File: src/rtl/fwh_pkg.sv
`timescale 1ns / 1ps

package fwh_pkg;

    // Fixed field widths
    localparam int SAMPLE_W  = 16;
    localparam int IDX_W     = 8;
    localparam int DATA_W    = 32;
    localparam int MODE_W    = 2;
    localparam int CFG_IDX_W = 2;
    localparam int CFG_W     = 16;
    localparam int BCNT_W    = 9;
    // Common width for bin and index compares (holds a 16-bit quotient and the bin limit)
    localparam int CMP_W     = 17;

    // Request modes
    localparam logic [MODE_W-1:0] MODE_ACC   = 2'd0;
    localparam logic [MODE_W-1:0] MODE_READ  = 2'd1;
    localparam logic [MODE_W-1:0] MODE_CLEAR = 2'd2;

    // Configuration register indexes
    localparam logic [CFG_IDX_W-1:0] CFG_MIN_VALUE = 2'd0;
    localparam logic [CFG_IDX_W-1:0] CFG_BIN_WIDTH = 2'd1;
    localparam logic [CFG_IDX_W-1:0] CFG_BIN_COUNT = 2'd2;

    // Divider request and response
    typedef struct packed {
        logic                start;
        logic [SAMPLE_W-1:0] dividend;
        logic [SAMPLE_W-1:0] divisor;
    } t_div_req;

    typedef struct packed {
        logic                done;
        logic [SAMPLE_W-1:0] quotient;
    } t_div_rsp;

endpackage

File: src/rtl/fwh_div.sv
`timescale 1ns / 1ps

module fwh_div
    import fwh_pkg::*;
(
    input  logic     i_clk,
    input  logic     i_rst_n,
    input  t_div_req i_req,
    output t_div_rsp o_rsp
);

    localparam int CNT_W = $clog2(SAMPLE_W + 1);

    logic                r_busy;
    logic                r_done;
    logic [CNT_W-1:0]    r_cnt;
    logic [SAMPLE_W-1:0] r_rem;
    logic [SAMPLE_W-1:0] r_quo;
    logic [SAMPLE_W-1:0] r_den;

    logic [SAMPLE_W:0]   rem_sh;
    logic [SAMPLE_W:0]   rem_sub;
    logic                ge;
    logic [SAMPLE_W-1:0] rem_next;

    // One restoring step: shift in the next dividend bit, subtract if it fits
    always_comb begin
        rem_sh   = {r_rem, r_quo[SAMPLE_W-1]};
        ge       = rem_sh >= {1'b0, r_den};
        rem_sub  = rem_sh - {1'b0, r_den};
        rem_next = ge ? rem_sub[SAMPLE_W-1:0] : rem_sh[SAMPLE_W-1:0];
    end

    // Step counter and done pulse
    always_ff @(posedge i_clk) begin
        if (!i_rst_n) begin
            r_busy <= 1'b0;
            r_done <= 1'b0;
            r_cnt  <= '0;
        end else begin
            r_done <= 1'b0;
            if (i_req.start) begin
                r_busy <= 1'b1;
                r_cnt  <= CNT_W'(SAMPLE_W);
            end else if (r_busy) begin
                r_cnt <= r_cnt - 1'b1;
                if (r_cnt == CNT_W'(1)) begin
                    r_busy <= 1'b0;
                    r_done <= 1'b1;
                end
            end
        end
    end

    // Remainder and quotient shift registers
    always_ff @(posedge i_clk) begin
        if (i_req.start) begin
            r_rem <= '0;
            r_quo <= i_req.dividend;
            r_den <= i_req.divisor;
        end else if (r_busy) begin
            r_rem <= rem_next;
            r_quo <= {r_quo[SAMPLE_W-2:0], ge};
        end
    end

    assign o_rsp = {r_done, r_quo};

endmodule

File: config.mk
export PLATFORM = sky130hd
export DESIGN_NAME = fwh_div
export DESIGN_NICKNAME = d
export VERILOG_FILES = /design/src/rtl/fwh_pkg.sv /design/src/rtl/fwh_div.sv
export SDC_FILE = /design/constraint.sdc
export NUM_CORES = 1
export LEC_CHECK = 0
export BUFFER_PORTS_ARGS = -buffer_cell sky130_fd_sc_hd__buf_2
export CELL_PAD_IN_SITES_DETAIL_PLACEMENT = 0
export CELL_PAD_IN_SITES_GLOBAL_PLACEMENT = 1
export CORE_MARGIN = 8
export CORE_UTILIZATION = 44
export CTS_BUF_LIST = sky130_fd_sc_hd__clkbuf_16
export DETAILED_ROUTE_END_ITERATION = 6
export GPL_TIMING_DRIVEN = 0
export HOLD_SLACK_MARGIN = 0.12
export PLACE_DENSITY = 0.9
export SLEW_MARGIN = 30
export SYNTH_ARGS = -nofsm -noshare
export SYNTH_HDL_FRONTEND = slang
export SYNTH_SLANG_ARGS = --single-unit
File: constraint.sdc
create_clock -name i_clk -period 2.5 [get_ports i_clk]
set_input_delay 0.5 -clock i_clk [delete_from_list [all_inputs] [get_ports i_clk]]
set_output_delay 0.5 -clock i_clk [all_outputs]
set_load 0.05 [all_outputs]
==> metrics.md <==
| Metric | Value |
|---|---|
| Initial DRC count | `111` |
| Max layer used | `met4` |
| Total clock buffers created by CTS | `5` |
| Core area | `7250 um^2` |
| Antenna violations before repair | `0` |
| Critical path class | `reg -> reg` |
| Data required, critical path | `approximately 2.7 ns` |
| Seq cells post-synth | `55` |
| PwrDens | `approximately 660 nW/um^2` |
| Layout fillers | `648` |
| CP max stage cell | `fa_1` |
| Clock sinks | `between 50 and 60` |
| Final WL | `slightly above 7 mm` |
| Synth Flop Type | `edfxtp_1` |
| Status | `complete, no violations` |
| Tcrit/Tclk final | `0.946` |
| Dominant cells by area after synthesis | `edfxtp_1 29%, dfxtp_1 14%, ha_1 6.8%` |
| Number of max-slew violations in the final report | `0` |
| Layout Skew | `0.00645 ns` |
| Hold slack | `0.372 ns` |
| Drt wl/cell | `15.0 um` |
| Bufs on Longest Clock Path | `2` |
| Total track usage | `0.143` |
| Clock insertion delay at the later pin of the skew report | `0.30 ns` |
| Cell count after synthesis | `approximately 310` |
| Register area share after synthesis | `0.432` |
| Post-synth ARST share | `0` |
| Die Height | `102 um` |
| Total global routing overflow | `0` |
| Met2 WL | `3.40 mm` |
| Clock Pin Slew Worst Setup and Hold Paths | `0.08 ns` |
| Synthesis Warnings | `0` |
| Post-layout min period | `between 2 and 2.5 ns` |
| CP max FO | `4` |
| Cts hold-fix bufs | `0` |
| Via Count | `2489` |
| CP Cell Sequence | `inv_1 -> ha_1 -> fa_1 -> nand2b_4 -> a21oi_4 -> o2111ai_1 -> a311o_1 -> a311oi_1` |
| Post-Syn Area | `3290 um^2` |
| Post-synth cell types | `64` |
| Count of final hold-check violations | `0` |
| Met1 wire length | `3.20 mm` |
| IO buf count | `51` |
| Gp weighted congestion | `between 0.8 and 0.9` |
| Leak | `1.59 nW` |
| Fraction of layout cells with a size suffix above 1 | `0.314` |
| Setup TNS | `0 ns` |
| First-pass GRT wire length | `11.9 mm` |
| VDD IR-drop max | `0.000372 V` |
| Number of global-route vias before repair | `2556` |
| Max_cap viols | `0` |
| Detailed placement HPWL | `5.35 mm` |
| Largest area contributor in the netlist | `edfxtp_1` |
| HP Class | `in -> reg` |
| Largest net degree at the start of global routing | `20` |
| Vias per cell | `5.27` |
| CTS tree | `yes` |
| CP endpoint kind | `register` |
| Met3 WL | `379 um` |
| Pre-Repair DR Iteration Count | `4` |
| P&R area growth vs syn | `17.2%` |
| Worst-margin pin slew | `0.715 ns` |
| Final setup violation count | `0` |
| Avg Synthesized Cell Area | `10.5 um^2` |
| Starting Density | `0.454` |
| Root buf cell | `clkbuf_16` |
| Fin util | `0.531` |
| Non-Filler Instances | `between 400 and 500` |
| Startpoint Class | `register` |
| Fmax | `423 MHz` |
| RSZ-0062 raised after global routing | `no` |
| Die area | `10500 um^2` |
| Post-synth EDFFs | `32` |
| Synth cell count leaders | `32 x edfxtp_1, 32 x nand2_1, 28 x nor2_1, 23 x dfxtp_1, 22 x inv_1` |
| Max-Slew Margin vs Limit | `0.523` |
| Row count | `31` |
| Die W | `102 um` |
| # IOs | `52` |
| Placed Cells | `462` |
| Post-synth top area share | `0.292` |
| Worst EP arrival | `about 2.6 ns` |
| Antenna Nets Post-Route | `0` |
| Post-route DRC violation count | `0` |
| H-tree levels | `2` |
| Layout Nets | `between 400 and 500` |
| Mapped Nets | `around 370` |
| Worst path max stage delay | `0.40 ns` |
| ANT cells | `0` |
-- routing by layer --
metal  vias up  global-route usage
li1       1250                   -
met1      1187               0.173
met2        47               0.245
met3         5              0.0334
met4         0              0.0429
met5         -                   0
-- worst max-delay path, delay by kind of cell, from the launching register on --
kind	cells	cell delay, ns
simple gates	1	0.18
fa+ha+maj	2	0.64
buf+inv	1	0.06
flops	1	0.39
compound gates	4	1.01
-- timing repair --
action | 4_1_cts | 5_1_grt
endpoints found under the setup margin | 2 | 1
buffers inserted | 2 | 0
cloned | 0 | 0
pin swaps | 1 | 0
resized for setup | 0 | 1
-- cell usage in the layout, fill, tap and decap left out, types with 3 or more instances in the layout --
master and count:
buf_4 5, a21o_1 3, mux2_2 16, clkbuf_8 3, xnor2_1 7, a311oi_2 7, dfxtp_1 23, ha_1 18
inv_1 22, nand4_1 6, xor2_1 4, a21oi_2 3, o21ai_1 5, buf_2 52, nor3_1 4, a31oi_1 3
edfxtp_1 32, o21ai_0 6, clkbuf_16 5, clkbuf_1 3, buf_6 8, nor2_1 28, o31ai_1 3, a311oi_1 4
nand2b_1 3, nand2_1 32, a21oi_1 15, nand3_1 4
-- power breakdown --
part	internal (mW)	total, mW	switching [mW]
combinational	0.290	0.733	0.443
sequential	1.04	1.09	0.0426
clock	0.383	0.724	0.341
total	1.72	2.54	0.827
-- layout make-up --
class	count	area, um^2	share of cell area
multi-input combinational	216	1630	0.423
sequential	55	1420	0.369
timing repair buffer	53	270	0.0701
buffer	18	170	0.0441
clock buffer	5	125	0.0325
tap	99	124	0.0321
inverter	23	86.3	0.0224
clock inverter	3	27.5	0.00714
-- stage by stage --
stage | area [um^2] | setup WS [ns] | total power, mW
after detailed placement | 3680 | 0.00265 | 1.83
after global placement | 3680 | 0.0307 | 1.82
after global routing | 3850 | 0.0218 | 2.68
after floorplan | 3300 | 0.00500 | 1.67
final | 3850 | 0.134 | 2.54
after CTS | 3850 | 0.120 | 2.56
-- path summary, 6_finish.rpt --
path / depth (start not counted) / end / slack [ns] / from
hold / removal: 1 / r_den[4] / 0.37 / i_req[4]
hold reg to reg: 2 / r_cnt[1] / 0.50 / r_cnt[1]
setup / recovery: 8 / r_rem[10] / 0.13 / r_quo[15]
setup reg to reg: 8 / r_rem[10] / 0.13 / r_quo[15]
-- cell families after synthesis --
| group | count (synthesis) | share of synthesized area |
|---|---|---|
| AO/OA/AOI/OAI | 73 | 0.184 |
| AND/OR/NAND/NOR | 95 | 0.141 |
| adder cells (fa/ha/maj) | 19 | 0.0746 |
| buffers and inverters | 41 | 0.0780 |
| flip-flops | 55 | 0.432 |
| XOR/XNOR | 11 | 0.0293 |
| multiplexers | 18 | 0.0609 |
-- sequential cells by signal (all words and copies together) (netlist names) --
| signal | count |
|---|---|
| r_busy | 1 |
| r_quo | 16 |
| r_done | 1 |
| r_den | 16 |
| r_cnt | 5 |
| r_rem | 16 |
No activity file was read; power rests on OpenSTA's default activity.
